### src/bsa_pkg.sv
// ----------------------------------------------------------------------------
// bsa_pkg
// Shared types and codes for the bitmap slot allocator: request and result
// words, the operation code and the pool update command.
// ----------------------------------------------------------------------------
package bsa_pkg;

    localparam int unsigned IDX_MAX_W = 8;

    typedef enum logic {
        OP_ALLOC = 1'b0,
        OP_FREE  = 1'b1
    } t_op;

    typedef struct packed {
        t_op                  operation;
        logic                 pool;
        logic [7:0]           free_index;
    } t_req;

    typedef struct packed {
        logic                 done_res;
        logic [6:0]           slot_index;
        logic [7:0]           used_count;
    } t_res;

    typedef struct packed {
        logic                 en;
        logic                 pool;
        logic                 set;
        logic [IDX_MAX_W-1:0] idx;
    } t_upd;

endpackage

### src/bsa_prio_enc.sv
// ----------------------------------------------------------------------------
// bsa_prio_enc
// Priority encoder: index of the highest set bit of a request vector.
// ----------------------------------------------------------------------------
module bsa_prio_enc #(
    parameter int unsigned SLOTS = 128,
    localparam int unsigned IDX_W = (SLOTS > 1) ? $clog2(SLOTS) : 1
) (
    input  logic [SLOTS-1:0] i_vec,
    output logic             o_found,
    output logic [IDX_W-1:0] o_idx
);

    always_comb begin
        o_found = 1'b0;
        o_idx   = '0;
        for (int unsigned i = 0; i < SLOTS; i++) begin
            if (i_vec[i]) begin
                o_found = 1'b1;
                o_idx   = IDX_W'(i);
            end
        end
    end

endmodule

### src/bsa_pool_store.sv
// ----------------------------------------------------------------------------
// bsa_pool_store
// Allocation bitmaps and used-slot counts of both pools, with read of the
// selected pool and a single set/clear update per cycle.
// ----------------------------------------------------------------------------
module bsa_pool_store #(
    parameter int unsigned SLOTS = 128,
    localparam int unsigned IDX_W = (SLOTS > 1) ? $clog2(SLOTS) : 1,
    localparam int unsigned CNT_W = $clog2(SLOTS + 1)
) (
    input  logic              i_clk,
    input  logic              i_rst_n,
    input  bsa_pkg::t_upd     i_upd,
    input  logic              i_rd_pool,
    output logic [SLOTS-1:0]  o_map,
    output logic [CNT_W-1:0]  o_cnt
);

    logic [SLOTS-1:0] r_map [2];
    logic [CNT_W-1:0] r_cnt [2];
    logic [IDX_W-1:0] upd_idx;

    assign upd_idx = i_upd.idx[IDX_W-1:0];
    assign o_map   = r_map[i_rd_pool];
    assign o_cnt   = r_cnt[i_rd_pool];

    always_ff @(posedge i_clk) begin
        if (!i_rst_n) begin
            r_map[0] <= '0;
            r_map[1] <= '0;
            r_cnt[0] <= '0;
            r_cnt[1] <= '0;
        end else if (i_upd.en) begin
            if (i_upd.set) begin
                r_map[i_upd.pool][upd_idx] <= 1'b1;
                r_cnt[i_upd.pool]          <= r_cnt[i_upd.pool] + CNT_W'(1);
            end else begin
                r_map[i_upd.pool][upd_idx] <= 1'b0;
                r_cnt[i_upd.pool]          <= r_cnt[i_upd.pool] - CNT_W'(1);
            end
        end
    end

endmodule

### src/bitmap_slot_allocator.sv
// ----------------------------------------------------------------------------
// bitmap_slot_allocator
// Two-pool bitmap allocator: allocate grants the highest free slot, free
// releases a used slot; every request answers with one result word.
// ----------------------------------------------------------------------------
// Throughput: one request per cycle; busy is low whenever reset is released.
// The 128-slot priority encode and bitmap update sit between the request
// register and the result register, so back-to-back requests see each other.
// Reset is synchronous: all slots free, counts zero, pipeline empty.
// The receiver cannot stall; o_res_valid strobes for one cycle per request.
module bitmap_slot_allocator #(
    parameter int unsigned SLOTS = 128
) (
    input  logic          i_clk,
    input  logic          i_rst_n,
    input  logic          start,
    output logic          busy,
    input  bsa_pkg::t_req i_req,
    output logic          o_res_valid,
    output bsa_pkg::t_res o_res
);

    localparam int unsigned IDX_W = (SLOTS > 1) ? $clog2(SLOTS) : 1;
    localparam int unsigned CNT_W = $clog2(SLOTS + 1);

    logic             r_req_valid;
    bsa_pkg::t_req    r_req;
    logic             r_res_valid;
    bsa_pkg::t_res    r_res;
    bsa_pkg::t_res    n_res;
    bsa_pkg::t_upd    upd;

    logic [SLOTS-1:0] cur_map;
    logic [CNT_W-1:0] cur_cnt;
    logic [CNT_W-1:0] new_cnt;
    logic             enc_found;
    logic [IDX_W-1:0] enc_idx;
    logic             is_alloc;
    logic             in_range;
    logic             free_hit;
    logic             done;

    assign busy = ~i_rst_n;

    bsa_pool_store #(.SLOTS(SLOTS)) u_store (
        .i_clk     (i_clk),
        .i_rst_n   (i_rst_n),
        .i_upd     (upd),
        .i_rd_pool (r_req.pool),
        .o_map     (cur_map),
        .o_cnt     (cur_cnt)
    );

    bsa_prio_enc #(.SLOTS(SLOTS)) u_enc (
        .i_vec   (~cur_map),
        .o_found (enc_found),
        .o_idx   (enc_idx)
    );

    always_comb begin
        is_alloc = (r_req.operation == bsa_pkg::OP_ALLOC);
        in_range = ({1'b0, r_req.free_index} < 9'(SLOTS));
        free_hit = in_range && cur_map[r_req.free_index[IDX_W-1:0]];
        done     = is_alloc ? enc_found : free_hit;

        upd.en   = r_req_valid && done;
        upd.pool = r_req.pool;
        upd.set  = is_alloc;
        upd.idx  = is_alloc ? bsa_pkg::IDX_MAX_W'(enc_idx) : r_req.free_index;

        if (!done) begin
            new_cnt = cur_cnt;
        end else if (is_alloc) begin
            new_cnt = cur_cnt + CNT_W'(1);
        end else begin
            new_cnt = cur_cnt - CNT_W'(1);
        end

        n_res.done_res   = done;
        n_res.slot_index = (is_alloc && enc_found) ? 7'(enc_idx) : 7'd0;
        n_res.used_count = 8'(new_cnt);
    end

    always_ff @(posedge i_clk) begin
        if (!i_rst_n) begin
            r_req_valid <= 1'b0;
            r_res_valid <= 1'b0;
        end else begin
            r_req_valid <= start && !busy;
            r_res_valid <= r_req_valid;
        end
    end

    always_ff @(posedge i_clk) begin
        if (start && !busy) begin
            r_req <= i_req;
        end
        if (r_req_valid) begin
            r_res <= n_res;
        end
    end

    assign o_res_valid = r_res_valid;
    assign o_res       = r_res;

endmodule

### config.mk
export PLATFORM = sky130hd
export DESIGN_NAME = bitmap_slot_allocator
export DESIGN_NICKNAME = d
export VERILOG_FILES = /design/src/bsa_pkg.sv /design/src/bsa_prio_enc.sv /design/src/bsa_pool_store.sv /design/src/bitmap_slot_allocator.sv
export SDC_FILE = /design/constraint.sdc
export NUM_CORES = 1
export LEC_CHECK = 0
export ABC_AREA = 0
export BUFFER_PORTS_ARGS = -buffer_cell sky130_fd_sc_hd__buf_2
export CAP_MARGIN = 20
export CORE_ASPECT_RATIO = 0.9
export CORE_MARGIN = 2
export CORE_UTILIZATION = 55
export CTS_CLUSTER_SIZE = 16
export DETAILED_ROUTE_END_ITERATION = 7
export HOLD_SLACK_MARGIN = 0.06
export MAX_ROUTING_LAYER = met4
export PLACE_DENSITY_LB_ADDON = 0.12
export SLEW_MARGIN = 40
export SYNTH_ARGS = -nofsm -noshare
export SYNTH_HDL_FRONTEND = slang
export SYNTH_SLANG_ARGS = --single-unit
export TNS_END_PERCENT = 5
### constraint.sdc
create_clock -name i_clk -period 7.7 [get_ports i_clk]
set_clock_uncertainty 0.15 [all_clocks]
set_input_delay 1.155 -clock i_clk [delete_from_list [all_inputs] [get_ports i_clk]]
set_output_delay 1.155 -clock i_clk [all_outputs]
set_load 0.01 [all_outputs]
# Word level (Yosys, flattened, before mapping)
# Memory sizes are Yosys's and may differ from the RTL's. A register that Yosys moved wholly into a read port is not among the register bits.
# Cells that the tools add are included.
[totals]
ff_bits = 28
ram_bits = 272
out_inout_bits = 18
wordCells = 566
mem_count = 2
[classes]
addsub = 2
order_cmp = 4
mux = 411
bitwise = 132
n_reduce_logical = 7
[memory_table]
columns = ["name", "depth", "word_bits", "read_ports", "rd_clocked_by_memory_dff", "write_ports", "line", "text"]
rows = [
  ["u_store.r_map", 2, 128, 1, 1, 2, "bsa_pool_store.sv:19", "logic [SLOTS-1:0] r_map [2];"],
  ["u_store.r_cnt", 2, 8, 1, 1, 2, "bsa_pool_store.sv:20", "logic [CNT_W-1:0] r_cnt [2];"],
]
[ops]
columns = ["cell", "count"]
rows = [
  ["$mux W128", 4],
  ["$mux W7", 65],
  ["$mux W1", 274],
  ["$mux W6", 32],
  ["$or A1 B1 Y1", 129],
  ["$not A128 Y128", 1],
  ["$reduce_or A128 Y1", 1],
  ["$mux W5", 16],
  ["$mux W4", 8],
  ["$mux W8", 4],
  ["$lt A7 B8 Y1 const B", 2],
  ["$mux W3", 4],
  ["$add A8 B1 Y8 const B", 1],
  ["$lt A8 B8 Y1 const B", 1],
  ["$reduce_or A8 Y1", 1],
  ["$sub A8 B1 Y8 const B", 1],
  ["$bmux W1 S7", 1],
  ["$demux W1 S7", 1],
  ["$ge A7 B1 Y1 const B", 1],
  ["$logic_and A1 B1 Y1", 5],
  ["$mux W2", 2],
  ["$not A1 Y1", 2],
]

# Logic depth before layout (Yosys ltp)
# Gate-level depths: netlist (run 1).
[depth]
depth_word = 137
mapped_depth = 17

# Modules after synthesis
# A second synthesis (run 1) with hierarchy kept.
[hier_totals]
hier_cells = 1824
hier_area_um2 = 17971.0
[modules_own_cells]
columns = ["mod", "instances", "cells_each", "area_per_inst_um2"]
rows = [
  ["bsa_pool_store", 1, 1199, 13324.0],
  ["bitmap_slot_allocator", 1, 330, 3016.6],
  ["bsa_prio_enc", 1, 295, 1630.3],
]

# Least setup slack after synthesis (run 1)
# No wires, ideal clock.
[synth_timing]
path_kind = "register to register"
startpoint = "register r_req[0] (netlist name)"
endpoint = "memory u_store.r_cnt[1][0] (netlist name) (enable)"
setup_ns = 0.305
arrival_time_ns = 3.117
t_required_ns = 7.245
setup_slack_ns = 4.127
stages_incl_launch_ff = 13
path_buffers = 5
path_cell_list = "edfxtp_1 buf_4 buf_6 buf_4 mux4_2 a2111oi_0 nand3_1 and4_1 a211oi_4 nand3b_4 buf_4 buf_2 nand2_1"
[synth_lines]
columns = ["element", "line", "text"]
rows = [
  ["start, declared", "bitmap_slot_allocator.sv:27", "bsa_pkg::t_req r_req;"],
  ["start signal, assigned", "bitmap_slot_allocator.sv:96", "r_req <= i_req;"],
  ["end, declared", "bsa_pool_store.sv:20", ""],
]

==> run summary, run 1 <==
Status
- complete, no violations — run status

Critical path
- 4 — sum of buffers and inverters on the critical path
- 0.78 ns — Max stage delay on crit path
- simple AND/OR/NAND/NOR gates — cell family contributing the most delay on the critical path
- flop — Worst setup SP type
- nand3b_4 — Worst path slowest cell
- 46 — crit path max fanout
- buf_12, buf_12, buf_4, nand3_1, a22oi_1, nand4_1, nor3_1, a41oi_2, a211oi_4, nand3b_4, buf_4, o41ai_1 — cell breakdown of the critical path
- flop — nature of the critical path endpoint
- 6.28 ns — arrival time reported for the critical path endpoint
- flop to flop — Crit Path Category
- 7.82 ns — required time at the endpoint of the critical path

Synth
- 0.114% — post-synthesis share of cell area spent on full adders, half adders and majority gates
- edfxtp_1 — dominant cell by count in the synthesized netlist
- 301 — number of storage elements in the synthesis netlist
- 0 — total of warnings raised by yosys
- 298 — count of flip-flops with a built-in enable after synthesis
- edfxtp_1, mux4_2, o41ai_1 — leading post-synthesis cells by cell area
- 10.6 um2 — mean cell area of the mapped netlist
- compound AO/OA/AOI/OAI gates — main combinational cell family by area after synthesis
- 8.06% — multiplexer fraction of the synthesized cell area
- 0.319% — xor and xnor fraction of the mapped netlist area
- 0.0220 mm2 — combined area of all synthesized cells
- 2,078 — synthesized instance count
- 23.0% — post-synthesis compound-gate area fraction
- 104 — Netlist cell types
- 2,093 — post-synthesis net count
- edfxtp_1, nor3_1, o41ai_1 — commonest cells in the netlist
- 0% — async set or reset register ratio after synthesis
- edfxtp_1 — top cell type by total area after synthesis
- 20.4% — Simple-Gate Fraction of Synth Area
- 40.8% — area share of the largest cell type after synthesis
- 41.0% — sequential fraction of the synthesis area
- edfxtp_1 — top flip-flop cell by instance count after synthesis

Floorplan
- 0.0395 mm2 — core footprint
- 194 um — die outline height
- 55.6% — starting density of the core
- 215 um — x dimension of the die
- 0.0415 mm2 — die area
- 69 — floorplan row count
- 31 — number of top-level design ports

Place
- 30 — buffers added on ports
- 1.02 — routability-driven placement congestion ratio
- 49.9 mm — HPWL after DPL
- 0.0221 mm2 — post-detailed-placement cell area
- 1.85 ns — worst-case setup slack after placement

Power
- 17.0% — combinational share of power
- 183 uV — peak supply drop
- 188 mW/mm2 — power per standard cell area
- 44.2% — part of the total power dissipated in sequential elements
- 38.8% — clock network fraction of design power
- 7.33 nW — Lkg Pwr
- 29.3% — sw frac
- 1.28 mW — switching power
- 3.09 mW — internal power component

Timing
- 42.9% — Max-Slew Margin vs Limit
- 0.536 ns — Worst Hold Slack
- 0.856 ns — actual slew at the worst max-slew pin
- 6.16 ns — min Tclk post-route
- no — RSZ-0062 raised after global routing
- 0 — total count of max-transition violations in the final report
- 0 ns — summed negative setup slack over all endpoints
- 0 — setup violators final
- 0 — hold violation count in the final report
- 162 MHz — top achievable clock speed
- 80.0% — Final Cycle Share
- 1.54 ns — worst-case setup margin in the final layout

Clock tree
- 301 — number of sinks on the clock net
- 35 — TritonCTS Buffers
- clkbuf_16 — clock tree root buffer cell
- yes — TritonCTS clock tree
- 0 — number of buffers inserted for hold repair after clock tree synthesis
- 0.56 ns — clock latency on the worst-skew pair
- 2 — H-tree depth
- 3 — deepest clock path buffer count
- 0 — cells resized by post-CTS repair
- 0.07 ns — clock-pin slew on the worst setup and hold paths
- 0 — number of buffers inserted by post-CTS setup repair

Detailed routing
- 32.3 mm — total met2 wirelength after detailed routing
- 0 — final antenna-violating net count
- 30.5 mm — routed metal-1 wirelength
- 0 — drt drc
- 8.43 mm — met3 layer wire length in the routed design
- met4 — highest routed layer
- 2,659 — number of violations reported at the end of detailed-routing iteration 0
- 7 — DRT Pass-1 Iters
- 74.6 mm — WL final
- 7.49 — per-cell via count in the routed design
- 18,800 — via count
- 29.8 um — routed len/inst

Worst hold path
- flop to flop — path class of the lowest-slack min-delay path
- r_req_valid$_SDFF_PN0_ — min-delay src

GRT
- 112 mm — first-pass GRT wire length
- 0 — Overflow after GRT
- 145 — largest net degree at the start of global routing
- 2 — antenna violations before repair
- 17,500 — vias in the first global route
- 36.6% — total global routing track utilization

Finish
- 1,960 — fin nets
- 18.0% — share of cells above drive strength 1
- 5.74% — synth-to-layout area growth
- 0.0232 mm2 — area of all placed cells without fillers
- 58.8% — utilization after layout

Run
- 0 — number of max-capacitance violations reported

[registers in the layout, summed over array words and instances (netlist names), named ones only]
name	flops
u_store.r_map	256
r_req_valid	1
u_store.r_cnt	16
o_res	16
r_req	10
o_res_valid	1
[cells in the final DEF (no fill, tap or decap), types with 24 or more instances in the layout]
master / synthesis / routed
buf_2: 88 / 29
o41ai_1: 113 / 113
nand2_1: 92 / 90
o41ai_2: 57 / 57
o31ai_2: 26 / 26
nand3_1: 89 / 88
a21oi_1: 36 / 36
a22oi_1: 29 / 29
mux4_2: 48 / 48
and3_1: 35 / 35
inv_1: 35 / 35
o21ai_0: 39 / 38
buf_4: 33 / 43
edfxtp_1: 298 / 298
nand3b_1: 52 / 52
nor2_1: 92 / 90
nor3_1: 185 / 185
clkbuf_16: 0 / 37
mux2i_1: 61 / 61
o31ai_1: 60 / 60
and2_1: 25 / 24
nor4_1: 51 / 51
nand2b_1: 37 / 37
[final timing paths]
check	endpoint	slack (ns)	cells past startpoint
worst max-delay path	u_store.r_map[1][68]$_SDFFCE_PN0P_	1.54	12
worst max register to register	u_store.r_map[1][68]$_SDFFCE_PN0P_	1.54	12
worst min-delay path	o_res[9]$_SDFFCE_PN0P_	0.54	1
worst min register to register	o_res[9]$_SDFFCE_PN0P_	0.54	1
[cells by family after synthesis]
logic type                 after synthesis
DFF                                    301
and+or+nand+nor                        797
buffers and inverters                  297
AOI/OAI and AO/OA                      557
adders and majority gates                2
xor gates and xnor gates                 8
muxes                                  116
[final cells by class]
class,instances,area (um2)
clock inverters,13,138
clock buffers,48,987
well taps,532,666
flip-flops and latches,301,9010
inverters,38,143
diodes,2,5.00
fillers,3378,16200
repair buffers,89,766
multi-input cells,1480,11500
[metal layers]
| metal | vias up | track usage [%] |
|---|---|---|
| li1 | 8136 | - |
| met1 | 9288 | 50.7 |
| met3 | 204 | 8.40 |
| met5 | - | - |
| met2 | 1130 | 51.6 |
| met4 | 0 | 15.4 |
[metrics by stage]
| step | cells | total power [mW] |
|---|---|---|
| 3_3_place_gp | 2430 | 2.65 |
| 3_5_place_dp | 2439 | 2.68 |
| 6_report | 2503 | 4.37 |
| 5_1_grt | 2503 | 4.49 |
| 2_1_floorplan | 2078 | 2.47 |
| 4_1_cts | 2500 | 4.36 |
[power groups by stage]
stage / combinational (mW) / clock, mW / sequential [mW]
2_1_floorplan: 0.539 / 0 / 1.93
5_1_grt: 0.786 / 1.77 / 1.93
4_1_cts: 0.725 / 1.70 / 1.93
3_3_place_gp: 0.676 / 0 / 1.97
3_5_place_dp: 0.721 / 0 / 1.96
6_report: 0.745 / 1.70 / 1.93
No activity file was read; power rests on OpenSTA's default activity.
==> run 2: changes to the inputs <==
Clock period 7.7 ns to 6.2 ns, I/O delays scaled along.
==> run 2 against run 1 <==
- sequential share of layout area decreased by 0.21 points
- setup slack got worse by 0.92 ns
- power increased by 23%
- first-iteration DRC count increased by 10%
- via count increased by 0.86%
- die area unchanged
- wire length increased by 0.82%
==> run summary, run 2 (synthesis results as in run 1) <==
Power
- 3.78 mW — internal power component
- 1.59 mW — switching power
- 29.6% — sw frac
- 37.6% — clock network fraction of design power
- 7.40 nW — Lkg Pwr
- 44.8% — part of the total power dissipated in sequential elements
- 196 uV — peak supply drop
- 230 mW/mm2 — power per standard cell area
- 17.5% — combinational share of power

Place
- 1.01 — routability-driven placement congestion ratio
- 30 — buffers added on ports
- 50.7 mm — HPWL after DPL
- 0.0222 mm2 — post-detailed-placement cell area

Detailed routing
- 18,900 — via count
- 0 — drt drc
- 2,926 — number of violations reported at the end of detailed-routing iteration 0
- 75.2 mm — WL final
- 29.9 um — routed len/inst
- 0 — final antenna-violating net count
- 6 — DRT Pass-1 Iters
- 7.53 — per-cell via count in the routed design

Finish
- edfxtp_1 — most common library cell in the layout ignoring fill and taps
- 3,318 — fill count
- u_store.r_map — register with the most flip-flops
- 1,973 — fin nets
- 18.3% — share of cells above drive strength 1
- edfxtp_1, nor3_1, o41ai_1 — commonest cells after routing, fill and taps aside
- 6.31% — synth-to-layout area growth
- 0.0233 mm2 — area of all placed cells without fillers
- 256 — max reg flops

Clock tree
- 0 — number of buffers inserted by post-CTS setup repair
- clkbuf_16 — clock tree root buffer cell
- yes — TritonCTS clock tree
- 0 — number of buffers inserted for hold repair after clock tree synthesis
- 0.56 ns — clock latency on the worst-skew pair
- 301 — number of sinks on the clock net
- 0 — cells resized by post-CTS repair
- 2 — H-tree depth
- 0.06 ns — clock-pin slew on the worst setup and hold paths
- 3 — deepest clock path buffer count
- 35 — TritonCTS Buffers

Timing
- 179 MHz — top achievable clock speed
- 5.58 ns — min Tclk post-route
- 0 — hold violation count in the final report
- 90.0% — Final Cycle Share
- 0 ns — summed negative setup slack over all endpoints
- 0 — setup violators final
- 0 — total count of max-transition violations in the final report
- 36.7% — Max-Slew Margin vs Limit
- no — RSZ-0062 raised after global routing
- 0.940 ns — actual slew at the worst max-slew pin

Status
- complete, no violations — run status

Critical path
- 12 — worst-case reg-to-reg path depth
- flop — Worst setup SP type
- flop — nature of the critical path endpoint
- u_store.r_map[0][89]$_SDFFCE_PN0P_ — critical path endpoint
- 0.62 ns — setup slack of the most critical reg-to-reg path
- u_store.r_map[0][89]$_SDFFCE_PN0P_ — end of the worst register-to-register path
- 6.32 ns — required time at the endpoint of the critical path
- 5.70 ns — arrival time reported for the critical path endpoint
- flop to flop — Crit Path Category
- 49 — crit path max fanout

Floorplan
- 0.0395 mm2 — core footprint
- 31 — number of top-level design ports
- 55.6% — starting density of the core
- 194 um — die outline height
- 69 — floorplan row count
- 215 um — x dimension of the die
- 0.0415 mm2 — die area

GRT
- 113 mm — first-pass GRT wire length
- 36.8% — total global routing track utilization
- 17,200 — vias in the first global route
- 0 — Overflow after GRT
- 102 — largest net degree at the start of global routing
- 1 — antenna violations before repair

Run
- 0 — number of max-capacitance violations reported

Worst hold path
- input port to flop — path class of the lowest-slack min-delay path

-- run 2: cell count changes in the layout (fill, tap and decap cells not counted), sizes merged --
cell,before,now
buf,89,102
bufinv,3,2
clkbuf,48,43
clkinv,10,14
diode,2,1
-- run 2: stage by stage --
step / power, mW / worst slack, ns / util [%] / cells / hold WS [ns]
after floorplan: 3.07 / 2.63 / - / 2078 / 0.439
after global placement: 3.33 / 0.646 / 56.1 / 2448 / 0.597
after detailed placement: 3.35 / 0.636 / 56.3 / 2452 / 0.613
after CTS: 5.35 / 0.620 / 59.1 / 2511 / 0.393
after global routing: 5.51 / 0.426 / 59.2 / 2513 / 0.398
final: 5.37 / 0.618 / 59.2 / 2513 / 0.405
-- run 2: how the worst min path moves through the flow --
stage / start / end / slack [ns] / cells past startpoint
finish: i_req[9] / r_req[9]$_DFFE_PP_ / 0.40 / 1
global route: i_req[1] / r_req[1]$_DFFE_PP_ / 0.40 / 1
CTS: i_req[9] / r_req[9]$_DFFE_PP_ / 0.39 / 1
detailed placement: r_req[8]$_DFFE_PP_ / flop / 0.61 / 1
global placement: u_store.r_cnt[0][7]$_SDFFCE_PN0P_ / o_res[7]$_DFFE_PP_ / 0.60 / 2
floorplan: r_req[8]$_DFFE_PP_ / flop / 0.44 / 1
-- run 2: critical path: stages, from the launching register on --
cell	delay [ns]
dfxtp_4	0.55
buf_12	0.27
buf_4	0.41
nand3_1	0.16
a22oi_1	0.48
nand4_1	0.34
nor3_1	0.51
a41oi_2	0.41
a211oi_4	0.63
inv_2	0.24
nand2_8	0.44
buf_4	0.42
o41ai_1	0.17
-- run 2: power by group through the flow --
stage | clock network (mW) | registers, mW | logic, mW
after floorplan | 0 | 2.40 | 0.669
after global placement | 0 | 2.45 | 0.880
after detailed placement | 0 | 2.45 | 0.903
after CTS | 2.04 | 2.41 | 0.906
after global routing | 2.11 | 2.41 | 0.989
final | 2.02 | 2.40 | 0.941
-- run 2: cell type report --
cell class | count | area (um2) | area share (%)
multi-input combinational | 1480 | 11500 | 49.3
sequential | 301 | 9010 | 38.6
clock buffer | 43 | 948 | 4.06
timing repair buffer | 102 | 945 | 4.05
tap | 532 | 666 | 2.85
inverter | 38 | 143 | 0.611
clock inverter | 16 | 125 | 0.536
antenna | 1 | 2.50 | 0.0107
-- run 2: per-layer routing --
| metal | global-route usage, % | vias up | share of wire, % |
|---|---|---|---|
| li1 | - | 8164 | - |
| met1 | 53.1 | 9352 | 42 |
| met2 | 52.0 | 1215 | 43 |
| met3 | 7.04 | 189 | 12 |
| met4 | 12.5 | 0 | 3.5 |
| met5 | - | - | 0 |
